[config.mk]
export PLATFORM = sky130hd
export DESIGN_NAME = dpdc_result_fifo
export DESIGN_NICKNAME = d
export VERILOG_FILES = /design/src/rtl/dpdc_pkg.sv /design/src/rtl/dpdc_result_fifo.sv
export SDC_FILE = /design/constraint.sdc
export NUM_CORES = 1
export LEC_CHECK = 0
export BUFFER_PORTS_ARGS = -buffer_cell sky130_fd_sc_hd__buf_2
export CAP_MARGIN = 0
export CORE_MARGIN = 10
export CORE_UTILIZATION = 61
export CTS_BUF_LIST = sky130_fd_sc_hd__clkbuf_4 sky130_fd_sc_hd__clkbuf_8
export CTS_CLUSTER_DIAMETER = 200
export DETAILED_ROUTE_END_ITERATION = 16
export HOLD_SLACK_MARGIN = 0.03
export MAX_ROUTING_LAYER = met4
export PLACE_DENSITY = 0.89
export SYNTH_ARGS = -nofsm -noshare
export SYNTH_HDL_FRONTEND = slang
export SYNTH_SLANG_ARGS = --single-unit
[constraint.sdc]
create_clock -name clk_i -period 4.03 [get_ports clk_i]
set_clock_uncertainty 0.2 [all_clocks]
set_input_delay 0.806 -clock clk_i [delete_from_list [all_inputs] [get_ports clk_i]]
set_output_delay 0.806 -clock clk_i [all_outputs]
set_load 0.005 [all_outputs]
[src/rtl/dpdc_pkg.sv]
// ----------------------------------------------------------------------------
// dpdc_pkg
// Shared types and constants for the dark-count map: register indexes,
// register reset values, operation codes and the result word.
// ----------------------------------------------------------------------------
package dpdc_pkg;

  // configuration port
  localparam int unsigned CFG_IDX_W  = 8;
  localparam int unsigned CFG_DATA_W = 16;

  localparam logic [CFG_IDX_W-1:0] REG_DARK_THRESHOLD = 8'd0;
  localparam logic [CFG_IDX_W-1:0] REG_MIN_DARK_COUNT = 8'd1;

  localparam logic [7:0]  DARK_THRESHOLD_RST = 8'd10;
  localparam logic [15:0] MIN_DARK_COUNT_RST = 16'd3;

  // operation codes
  localparam logic OP_ACCUM   = 1'b0;
  localparam logic OP_READOUT = 1'b1;

  // result queue
  localparam int unsigned RES_DEPTH = 4;
  localparam int unsigned RES_PTR_W = 2;
  localparam int unsigned RES_CNT_W = 3;

  typedef struct packed {
    logic [7:0]  pixel_out;
    logic        is_dark;
    logic [15:0] dark_count;
    logic        defective;
  } result_t;

  typedef enum logic {
    CLR_SWEEP,
    CLR_DONE
  } clr_state_e;

endpackage

[src/rtl/dpdc_result_fifo.sv]
// ----------------------------------------------------------------------------
// dpdc_result_fifo
// Small result queue between the update stage and the output port, so the
// pipeline keeps its slot while the consumer stalls.
// ----------------------------------------------------------------------------
module dpdc_result_fifo (
  input  logic                                 clk_i,
  input  logic                                 rst_ni,
  input  logic                                 push_i,
  input  dpdc_pkg::result_t                    push_data_i,
  input  logic                                 pop_i,
  output logic                                 valid_o,
  output dpdc_pkg::result_t                    data_o,
  output logic [dpdc_pkg::RES_CNT_W-1:0]       count_o
);

  dpdc_pkg::result_t                    buf_q [dpdc_pkg::RES_DEPTH];
  logic [dpdc_pkg::RES_PTR_W-1:0]       wr_ptr_q, rd_ptr_q;
  logic [dpdc_pkg::RES_CNT_W-1:0]       count_q, count_d;
  logic                                 do_pop;

  assign valid_o = (count_q != '0);
  assign do_pop  = pop_i && valid_o;
  assign data_o  = buf_q[rd_ptr_q];
  assign count_o = count_q;

  always_comb begin
    count_d = count_q;
    if (push_i && !do_pop) begin
      count_d = count_q + dpdc_pkg::RES_CNT_W'(1);
    end else if (!push_i && do_pop) begin
      count_d = count_q - dpdc_pkg::RES_CNT_W'(1);
    end
  end

  always_ff @(posedge clk_i or negedge rst_ni) begin
    if (!rst_ni) begin
      wr_ptr_q <= '0;
      rd_ptr_q <= '0;
      count_q  <= '0;
    end else begin
      count_q <= count_d;
      if (push_i) begin
        wr_ptr_q <= wr_ptr_q + dpdc_pkg::RES_PTR_W'(1);
      end
      if (do_pop) begin
        rd_ptr_q <= rd_ptr_q + dpdc_pkg::RES_PTR_W'(1);
      end
    end
  end

  always_ff @(posedge clk_i) begin
    if (push_i) begin
      buf_q[wr_ptr_q] <= push_data_i;
    end
  end

endmodule

==> reports/metrics.yaml <==
track_usage: 0.145
worst_slew_pin_slew_ns: 0.869
r2r_end: "count_o[2]"
clk_latency_ns: 0.35
drcViolationCount: 0
hold_slack_ns: 0.0670
r2r-start: "count_o[0]"
ant_nets: 0
die_area_sq_um: 10600
cts.htree.levels: 3
arrival_ns: 2.10
grt_start_max_net_pins: 29
cp-startpoint: "rd_ptr_q[0]"
syn_area_sq_um: 4190
cts_setup_buffers: 0
tns_ns: 0
hold_buffers: 0
post_cts_resize_count: 0
cts_root_buffer: "clkbuf_8"
nets: 274
fp.coreArea_sq_um: 6720
grt_pass1_vias: 2070
cp-end-kind: "output pin"
synth_nets: 205
min_path_type: "in2async"
ys_seq_area_frac: 0.787
powerDensity_nw_per_um2: 667
drv_slew: 0
grt_pass1_wl_um: 10800
finalSetupViolCount: 0
design_area_sq_um: 4760
period_share: 0.771
fmax_ghz: 0.322
ir_worst_vdd_mv: 0.448
max-cap-violations: 0
synthCells: 169
critical_path_peak_fanout: 28
vias_per_cell: 5.80
io_pins: 60
ys_top_cells_by_area: "edfxtp_1 (75%), mux4_2 (9.7%), mux4_1 (5.0%)"
clk_pin_slew_ns: 0.09
reg2reg_depth: 8
p_leak_uw: 0.00171
status: "finished clean"
first_iter_violations: 73
crit_type: "reg2out"
die_x_um: 103
routabilityCongestion: 0.680
wirelength_um: 7050
num_antenna_cells: 0
yosysWarnings: 0
cts_tree: "built"
numCtsBuffers: 9
synth_top_cell_by_area: "edfxtp_1"
critPathLaunchType: "register"
syn_area_per_cell_sq_um: 24.8
via_count: 1875
crit_required_ns: 3.02
initial_core_util: 0.624
relSlewSlack: 0.420
ff2ff_setup_slack_ns: 1.74
synth_seq_cells: 111
die_h_um: 103
antenna_found_initial: 0
overflow: 0
drt_first_pass_iters: 4
place_area_sq_um: 4560
areaGrowthSynthToFinish_pct: 13.6
place_hpwl_um: 4830
clk_path_buf_depth: 2
rows: 30
numPortBuffers: 59
drive_gt1_frac: 0.412
rsz0062_at_grt: "false"
synth_top_area_frac: 0.745
drt-wirelength-per-cell_um: 21.8
clock-sinks: 111
final_hold_viol_count: 0
cp-endpoint: "data_o[23]"
ys_types: 19
finalCriticalPeriod_ns: 3.11
-- how the worst min path moves through the flow --
stage / startpoint / endpoint / slack (ns)
2_1_floorplan: count_o[2] / count_o[2] / 0.28
6_report: rst_ni / count_o[2] / 0.07
4_1_cts: rst_ni / count_o[2] / 0.05
3_3_place_gp: count_o[2] / count_o[2] / 0.27
5_1_grt: rst_ni / count_o[2] / 0.06
3_5_place_dp: count_o[2] / count_o[2] / 0.28
-- cell usage after synthesis --
cell type,n
buf_2,3
dfrtp_1,7
mux4_1,8
mux2_2,1
inv_1,3
nor2_1,1
xnor2_1,3
nand2_1,2
buf_12,2
and2_1,4
o21ai_0,1
edfxtp_1,104
or3_1,1
fa_1,1
nand3_1,1
buf_6,1
ha_1,5
xor2_1,3
mux4_2,18
-- layout by cell type (no fill, tap or decap), types with 2 or more instances in the layout --
cell	count
xnor2_1	3
nand2_1	2
buf_2	59
edfxtp_1	104
and2_1	4
mux4_2	18
inv_1	3
mux4_1	8
ha_1	5
xor2_1	3
dfrtp_1	6
clkbuf_8	10
clkbuf_4	3
buf_4	5
-- final cells by class --
cell class | instances | area (sq um)
Tap cell | 80 | 100
Multi-Input combinational cell | 49 | 815
Clock inverter | 3 | 43.8
Inverter | 3 | 11.3
Clock buffer | 13 | 160
Sequential cell | 111 | 3300
Timing Repair Buffer | 64 | 333
Fill cell | 395 | 1960
-- state kept, by name, summed over array words and instances (netlist names) --
name / flops
buf_q: 104
count_o: 3
rd_ptr_q: 2
wr_ptr_q: 2
-- logic make-up after synthesis --
family          after synthesis  synth area share
mux                          27             0.150
flops                       111             0.787
xor+xnor                      6            0.0125
buf+inv                       9            0.0185
compound gates                1           0.00119
simple gates                  9            0.0113
fa+ha+maj                     6            0.0197
-- routing by layer --
| layer | wire length, um | up-vias | track usage |
|---|---|---|---|
| met1 | 2850 | 964 | 0.171 |
| met4 | 187 | 0 | 0.0824 |
| met5 | 0 | - | - |
| met3 | 415 | 13 | 0.0288 |
| li1 | - | 841 | - |
| met2 | 3600 | 57 | 0.230 |
-- power by group --
part / internal, uW / switching (uW)
Sequential: 1510 / 161
Combinational: 467 / 381
Clock: 326 / 325
Total: 2310 / 867
-- worst max-delay path, stage by stage (launching register included) --
cell	delay, ns
dfrtp_2	0.94
mux4_1	0.66
buf_2	0.15
-- through the flow --
step | setup WS (ns) | cells | total power, uW | util
after floorplan | 1.82 | 169 | 2250 | -
after global placement | 1.27 | 307 | 2540 | 0.678
after detailed placement | 1.25 | 307 | 2580 | 0.678
after CTS | 0.848 | 323 | 3220 | 0.709
after global routing | 0.755 | 323 | 3350 | 0.709
final | 0.924 | 323 | 3170 | 0.709
Note: power is estimated with default switching activity, not from simulation.
