[src/rtl/dpdc_pkg.sv]
// ----------------------------------------------------------------------------
// dpdc_pkg
// Shared types and constants for the dark-count map: register indexes,
// register reset values, operation codes and the result word.
// ----------------------------------------------------------------------------
package dpdc_pkg;

  // configuration port
  localparam int unsigned CFG_IDX_W  = 8;
  localparam int unsigned CFG_DATA_W = 16;

  localparam logic [CFG_IDX_W-1:0] REG_DARK_THRESHOLD = 8'd0;
  localparam logic [CFG_IDX_W-1:0] REG_MIN_DARK_COUNT = 8'd1;

  localparam logic [7:0]  DARK_THRESHOLD_RST = 8'd10;
  localparam logic [15:0] MIN_DARK_COUNT_RST = 16'd3;

  // operation codes
  localparam logic OP_ACCUM   = 1'b0;
  localparam logic OP_READOUT = 1'b1;

  // result queue
  localparam int unsigned RES_DEPTH = 4;
  localparam int unsigned RES_PTR_W = 2;
  localparam int unsigned RES_CNT_W = 3;

  typedef struct packed {
    logic [7:0]  pixel_out;
    logic        is_dark;
    logic [15:0] dark_count;
    logic        defective;
  } result_t;

  typedef enum logic {
    CLR_SWEEP,
    CLR_DONE
  } clr_state_e;

endpackage

[src/rtl/dpdc_clear_seq.sv]
// ----------------------------------------------------------------------------
// dpdc_clear_seq
// Post-reset clearing pass: walks every counter address once, one per cycle,
// and writes zero. Busy until the last address has been written.
// ----------------------------------------------------------------------------
module dpdc_clear_seq #(
  parameter int unsigned PIXELS = 65536,
  parameter int unsigned ADDR_W = 16
) (
  input  logic              clk_i,
  input  logic              rst_ni,
  output logic              busy_o,
  output logic              wr_en_o,
  output logic [ADDR_W-1:0] addr_o
);

  localparam logic [ADDR_W-1:0] LastAddr = ADDR_W'(PIXELS - 1);

  dpdc_pkg::clr_state_e state_q, state_d;
  logic [ADDR_W-1:0]    addr_q, addr_d;

  always_ff @(posedge clk_i or negedge rst_ni) begin
    if (!rst_ni) begin
      state_q <= dpdc_pkg::CLR_SWEEP;
      addr_q  <= '0;
    end else begin
      state_q <= state_d;
      addr_q  <= addr_d;
    end
  end

  always_comb begin
    state_d = state_q;
    addr_d  = addr_q;
    busy_o  = 1'b0;
    wr_en_o = 1'b0;
    case (state_q)
      dpdc_pkg::CLR_SWEEP: begin
        busy_o  = 1'b1;
        wr_en_o = 1'b1;
        if (addr_q == LastAddr) begin
          state_d = dpdc_pkg::CLR_DONE;
        end else begin
          addr_d = addr_q + ADDR_W'(1);
        end
      end
      dpdc_pkg::CLR_DONE: begin
        busy_o  = 1'b0;
      end
      default: begin
        state_d = dpdc_pkg::CLR_SWEEP;
      end
    endcase
  end

  assign addr_o = addr_q;

endmodule

[config.mk]
export PLATFORM = sky130hd
export DESIGN_NAME = dpdc_clear_seq
export DESIGN_NICKNAME = d
export VERILOG_FILES = /design/src/rtl/dpdc_pkg.sv /design/src/rtl/dpdc_clear_seq.sv
export SDC_FILE = /design/constraint.sdc
export NUM_CORES = 1
export LEC_CHECK = 0
export BUFFER_PORTS_ARGS = -buffer_cell sky130_fd_sc_hd__buf_2
export CAP_MARGIN = 20
export CORE_MARGIN = 2
export CORE_UTILIZATION = 45
export DETAILED_ROUTE_END_ITERATION = 7
export GPL_ROUTABILITY_DRIVEN = 0
export GPL_TIMING_DRIVEN = 0
export PLACE_DENSITY = 0.69
export RECOVER_POWER = 50
export SYNTH_ARGS = -nofsm -noshare
export SYNTH_HDL_FRONTEND = slang
export SYNTH_SLANG_ARGS = --single-unit
[constraint.sdc]
create_clock -name clk_i -period 2 [get_ports clk_i]
set_input_delay 0.3 -clock clk_i [delete_from_list [all_inputs] [get_ports clk_i]]
set_output_delay 0.3 -clock clk_i [all_outputs]
set_load 0.02 [all_outputs]
==> impl_metrics.env, run 1 <==
export IMPL_drc=0
export IMPL_clock_skew_ns=0.00550
export IMPL_vias=630
export IMPL_path_cells="nand4_1 > nor4_4 > nor2_1 > mux2_2"
export IMPL_clock_sinks=17
export IMPL_area_growth_syn_to_layout_pct=18.2
export IMPL_synthFlopType="dfrtp_1"
export IMPL_synth_seq_cells=17
export IMPL_final_nets=103
export IMPL_setup_violations_final=0
export IMPL_cp_start_kind="flip-flop"
export IMPL_p_per_area_nw_per_um2=554
export IMPL_synthCells=75
export IMPL_numCtsBuffers=3
export IMPL_synthTopCellsByArea="dfrtp_1 52%, xor2_1 7.4%, xnor2_1 5.3%"
export IMPL_grt_start_max_net_pins=18
export IMPL_final_fill_count=179
export IMPL_end_kind="flip-flop"
export IMPL_slew_headroom=0.405
export IMPL_peakVddDrop_mv=0.318
export IMPL_max_stage_delay_ns=0.49
export IMPL_cts_setup_buffers=0
export IMPL_die_area_um2=2190
export IMPL_maxCapViolations=0
export IMPL_rsz0062_at_grt="no"
export IMPL_fin_crit_sh=0.865
export IMPL_cp_max_fo=6
export IMPL_grt_overflow_total=0
export IMPL_status="finished, final reports clean"
export IMPL_synth_warnings=0
export IMPL_wl_per_cell_um=11.9
export IMPL_initial_core_util=0.477
export IMPL_dr_wl_met3_um=61
export IMPL_core_um2=1730
export IMPL_rows=15
export IMPL_worst_hold_slack_ns=0.502
export IMPL_max_freq_mhz=578
export IMPL_syn_avg_cell_area_um2=11.0
export IMPL_synth_edff_count=0
export IMPL_seq_area_frac_synth=0.517
export IMPL_layout_drive_gt1_share=0.182
export IMPL_synth_common_cells="17 x dfrtp_1, 7 x nand3_1, 7 x xor2_1, 6 x nor2_1"
export IMPL_synth_area_um2=823
export IMPL_die_height_um=46.8
export IMPL_antenna_found_initial=0
export IMPL_post_route_min_period_ns=1.73
export IMPL_dr_pass1_iters=4
export IMPL_viasPerCell=5.08
export IMPL_cp_slowest_cell="nor4_4"
export IMPL_hp_class="reg2reg"
export IMPL_power_w=0.000539
export IMPL_die_w_um=46.8
export IMPL_htreeDepth=1
export IMPL_tns_ns=0
export IMPL_antennaDiodeCount=0
export IMPL_synthDistinctLibCells=24
export IMPL_synth_top_area_frac=0.517
export IMPL_synth_largest_area_cell="dfrtp_1"
export IMPL_required_ns=2.19
export IMPL_grt_pass1_vias=548
export IMPL_leakage_nw=0.463
export IMPL_root_buffer="clkbuf_4"
export IMPL_grt_pass1_wl_um=2410
export IMPL_cts_tree="yes"
export IMPL_drtIter0Drc=8
export IMPL_hpwl_um=1080
export IMPL_clockBufferDepth=2
export IMPL_hold_viol_final=0
export IMPL_ys_async_sr_fraction=1.00
export IMPL_routed_top_layer="met4"
export IMPL_final_antenna_net_count=0
export IMPL_finalMaxSlewViolations=0
export IMPL_wl_met1_um=720
export IMPL_track_usage=0.160
export IMPL_post_cts_resized=0
export IMPL_clk_latency_ns=0.29
export IMPL_path_clk_slew_ns=0.10
export IMPL_wl_um=1470
export IMPL_yosysMostFrequentCell="dfrtp_1"
export IMPL_criticalPathCategory="reg2reg"
export IMPL_wl_met2_um=649
export IMPL_mappedNetlistNets=78
export IMPL_io_pins=20
export IMPL_arrival_ns=1.92
export IMPL_tightest_slew_ns=0.893
export IMPL_port_buffers=19
==> worst paths after layout <==
path	startpoint	to	slack (ns)	depth (start not counted)
worst max-delay path	addr_o[14]$_DFFE_PN0P_	addr_o[1]$_DFFE_PN0P_	0.27	4
worst min-delay path	addr_o[15]$_DFFE_PN0P_	addr_o[15]$_DFFE_PN0P_	0.50	1
worst max register to register	addr_o[14]$_DFFE_PN0P_	addr_o[1]$_DFFE_PN0P_	0.27	4
worst min register to register	addr_o[15]$_DFFE_PN0P_	addr_o[15]$_DFFE_PN0P_	0.50	1
max in group asynchronous	rst_ni	addr_o[12]$_DFFE_PN0P_	0.82	2
min in group asynchronous	rst_ni	addr_o[14]$_DFFE_PN0P_	0.63	2
==> power by group <==
| group | total (W) | switching (W) | leakage (nW) | internal [W] |
|---|---|---|---|---|
| registers | 0.000343 | 0 | 0.223 | 0.000343 |
| logic | 0.00000816 | 0.00000648 | 0.225 | 0.00000168 |
| clock network | 0.000188 | 0.000110 | 0.0150 | 0.0000776 |
| total | 0.000539 | 0.000117 | 0.463 | 0.000423 |
==> placed cells by master (no fill, tap or decap) <==
cell type	count
buf_4	1
nor4_2	1
mux2i_1	1
nand2_1	5
buf_2	9
or4b_4	1
and3_1	1
dfrtp_1	17
nor3_1	2
ha_1	1
nand4_1	4
nor4_4	1
o21ai_0	2
mux2_2	1
xnor2_1	5
nor3b_1	2
nand4b_1	2
inv_1	3
xor2_1	7
dlygate4sd3_1	1
nor2_1	6
or3_1	1
clkbuf_1	11
clkbuf_4	3
a21oi_1	2
nor4_1	1
nand3_1	7
and3b_2	1
==> worst max-delay path, delay by kind of cell, from the launching register on <==
kind | cells | cell delay (ns)
simple gates | 3 | 0.91
mux | 1 | 0.29
flops | 1 | 0.43
==> cells by family after synthesis <==
| group | count (synthesis) | share of synthesized area |
|---|---|---|
| and+or+nand+nor | 35 | 0.267 |
| DFF | 17 | 0.517 |
| xor gates and xnor gates | 12 | 0.128 |
| AOI/OAI and AO/OA | 4 | 0.0243 |
| buffers and inverters | 4 | 0.0228 |
| muxes | 2 | 0.0258 |
| adders and majority gates | 1 | 0.0152 |
==> through the flow <==
step / instance area (µm²) / std cells / worst slack [ns] / util
global placement: 950 / 119 / 0.196 / 0.550
detailed placement: 950 / 119 / 0.145 / 0.550
global route: 973 / 124 / 0.103 / 0.564
floorplan: 823 / 75 / 0.227 / -
finish: 973 / 124 / 0.271 / 0.564
CTS: 986 / 124 / 0.133 / 0.571
==> cell type report <==
cell class / count / area [µm²] / area share
Multi-Input combinational cell: 54 / 379 / 0.389
Clock buffer: 4 / 26.3 / 0.0270
Sequential cell: 17 / 425 / 0.437
Timing Repair Buffer: 20 / 92.6 / 0.0951
Tap cell: 25 / 31.3 / 0.0321
Inverter: 3 / 11.3 / 0.0116
Buffer: 1 / 7.51 / 0.00771
==> per-layer routing <==
layer | vias to the layer above | GRT usage
li1 | 313 | -
met2 | 15 | 0.230
met4 | 0 | 0.0833
met1 | 298 | 0.225
met5 | - | 0
met3 | 4 | 0.0346
==> state kept, by name, summed over array words and instances, names as in the netlist <==
name / cells
state_q: 1
addr_o: 16
==> timing repair <==
item,in CTS,in global routing
endpoints found under the setup margin,0,1
hold buffers,1,0
hold endpoints to repair,17,0
Note: power is estimated with default switching activity, not from simulation.
==> inputs of run 2 (changes only) <==
--- a/config.mk
+++ b/config.mk
@@ -8,5 +8,5 @@
 export BUFFER_PORTS_ARGS = -buffer_cell sky130_fd_sc_hd__buf_2
 export CAP_MARGIN = 20
-export CORE_MARGIN = 2
+export CORE_MARGIN = 4
 export CORE_UTILIZATION = 45
 export DETAILED_ROUTE_END_ITERATION = 7
==> constraint.sdc (replaced) <==
create_clock -name clk_i -period 2 [get_ports clk_i]
set_input_delay 0 -clock clk_i [delete_from_list [all_inputs] [get_ports clk_i]]
set_output_delay 0 -clock clk_i [all_outputs]
set_load 0.02 [all_outputs]
==> run 2 against run 1 <==
  * Cell area is the same
  * Sequential share of layout area is the same
  * Combinational power grew 0.6%
  * Clock skew shrank 0.0038 ns
  * Largest power group unchanged
==> impl_metrics.env, run 2 (synthesized netlist as in run 1, its figures left out) <==
export IMPL_pwr_share_clk=0.342
export IMPL_final_common_cell="dfrtp_1"
export IMPL_fin_crit_sh=0.921
export IMPL_die_area_um2=2580
export IMPL_power_frac_seq=0.642
export IMPL_hpwl_um=1120
export IMPL_timing_rr_end="addr_o[1]$_DFFE_PN0P_"
export IMPL_die_w_um=50.8
export IMPL_cts_setup_buffers=0
export IMPL_arrival_ns=2.02
export IMPL_power_frac_comb=0.015
export IMPL_tns_ns=0
export IMPL_tightest_slew_ns=0.899
export IMPL_status="finished, final reports clean"
export IMPL_htreeDepth=1
export IMPL_r2r_start="addr_o[0]$_DFFE_PN0P_"
export IMPL_cp_slowest_cell="nor4_4"
export IMPL_drtIter0Drc=12
export IMPL_criticalPathCategory="reg2reg"
export IMPL_antenna_found_initial=0
export IMPL_die_height_um=50.8
export IMPL_path_clk_slew_ns=0.10
export IMPL_dr_pass1_iters=4
export IMPL_cp_start_kind="flip-flop"
export IMPL_root_buffer="clkbuf_4"
export IMPL_rr_worst_depth=5
export IMPL_leakage_nw=0.463
export IMPL_path_cells="ha_1 > nand4_1 > nor4_4 > nor2_1 > mux2_2"
export IMPL_setup_violations_final=0
export IMPL_end_kind="flip-flop"
export IMPL_clk_latency_ns=0.28
export IMPL_required_ns=2.18
export IMPL_finalMaxSlewViolations=0
export IMPL_power_internal_w=0.000423
export IMPL_io_pins=20
export IMPL_numCtsBuffers=3
export IMPL_vias=614
export IMPL_initial_core_util=0.477
export IMPL_wl_um=1480
export IMPL_slew_headroom=0.400
export IMPL_grt_pass1_wl_um=2640
export IMPL_grt_pass1_vias=622
export IMPL_hold_viol_final=0
export IMPL_final_cell_count_no_fill=124
export IMPL_clock_skew_ns=0.00166
export IMPL_final_cell_mix="17 x dfrtp_1, 11 x clkbuf_1, 9 x buf_2"
export IMPL_max_stage_delay_ns=0.44
export IMPL_grt_start_max_net_pins=18
export IMPL_drc=0
export IMPL_peakVddDrop_mv=0.316
export IMPL_track_usage=0.138
export IMPL_worst_hold_slack_ns=0.348
export IMPL_max_freq_mhz=543
export IMPL_clockBufferDepth=2
export IMPL_p_per_area_nw_per_um2=549
export IMPL_utilization=0.564
export IMPL_cp_max_fo=6
export IMPL_antennaDiodeCount=0
export IMPL_critPathTopFamily="simple AND/OR/NAND/NOR gates"
export IMPL_cts_tree="yes"
export IMPL_rsz0062_at_grt="no"
export IMPL_dp_cells=119
export IMPL_core_um2=1730
export IMPL_largest_reg_flops=16
export IMPL_p_switching_w=0.000112
export IMPL_post_route_min_period_ns=1.84
export IMPL_grt_overflow_total=0
export IMPL_clock_sinks=17
export IMPL_cp_num_buf_inv=0
export IMPL_final_antenna_net_count=0
export IMPL_hp_class="in2async"
export IMPL_final_nets=103
export IMPL_switching_share=0.210
export IMPL_area_growth_syn_to_layout_pct=18.2
export IMPL_viasPerCell=4.95
export IMPL_r2r_setup_slack_ns=0.16
export IMPL_port_buffers=19
export IMPL_power_w=0.000535
export IMPL_wl_per_cell_um=11.9
export IMPL_layout_drive_gt1_share=0.182
export IMPL_maxCapViolations=0
export IMPL_rows=15
-- run 2: cell counts in the layout (fill, tap and decap cells not counted) --
No cell type changed its count.
-- run 2: area by class of cell --
cell class	count	area, µm²
repair buffers	20	92.6
multi-input cells	54	379
plain buffers	1	7.51
clock buffers	4	26.3
fillers	184	753
flip-flops and latches	17	425
inverters	3	11.3
well taps	25	31.3
-- run 2: timing repair --
item                                   4_1_cts  5_1_grt
endpoints found under the hold margin       17        0
setup endpoints to repair                    0        0
hold buffers                                 1        0
resized for setup                            0        0
-- run 2: power by group through the flow --
stage | Sequential, W | Clock [W] | Combinational [W]
floorplan | 0.000350 | 0 | 0.000000000165
global placement | 0.000350 | 0 | 0.00000757
detailed placement | 0.000350 | 0 | 0.00000776
CTS | 0.000343 | 0.000192 | 0.00000923
global route | 0.000344 | 0.000208 | 0.00000982
finish | 0.000343 | 0.000183 | 0.00000821
-- run 2: stage by stage --
step | instance area (µm²) | setup slack, ns
after global placement | 950 | 0.197
after global routing | 973 | 0.0172
after CTS | 986 | 0.134
after floorplan | 823 | 0.227
final | 973 | 0.159
after detailed placement | 950 | 0.147
-- run 2: how the worst max path moves through the flow --
| stage | start | endpoint | slack, ns | cells after the start |
|---|---|---|---|---|
| final | addr_o[0]$_DFFE_PN0P_ | addr_o[1]$_DFFE_PN0P_ | 0.16 | 5 |
| after global routing | addr_o[0]$_DFFE_PN0P_ | addr_o[1]$_DFFE_PN0P_ | 0.02 | 5 |
| after CTS | addr_o[0]$_DFFE_PN0P_ | addr_o[1]$_DFFE_PN0P_ | 0.13 | 5 |
| after detailed placement | addr_o[0]$_DFFE_PN0P_ | addr_o[1]$_DFFE_PN0P_ | 0.15 | 5 |
| after global placement | addr_o[0]$_DFFE_PN0P_ | addr_o[1]$_DFFE_PN0P_ | 0.20 | 5 |
| after floorplan | addr_o[0]$_DFFE_PN0P_ | addr_o[1]$_DFFE_PN0P_ | 0.23 | 5 |
-- run 2: routing by layer --
metal	up-vias	share of wire	wire length, µm	global-route usage
li1	312	-	-	-
met2	17	0.46	686	0.224
met5	-	0	0	0
met3	2	0.054	80	0.0356
met1	283	0.47	691	0.163
met4	0	0.016	23	0.0852
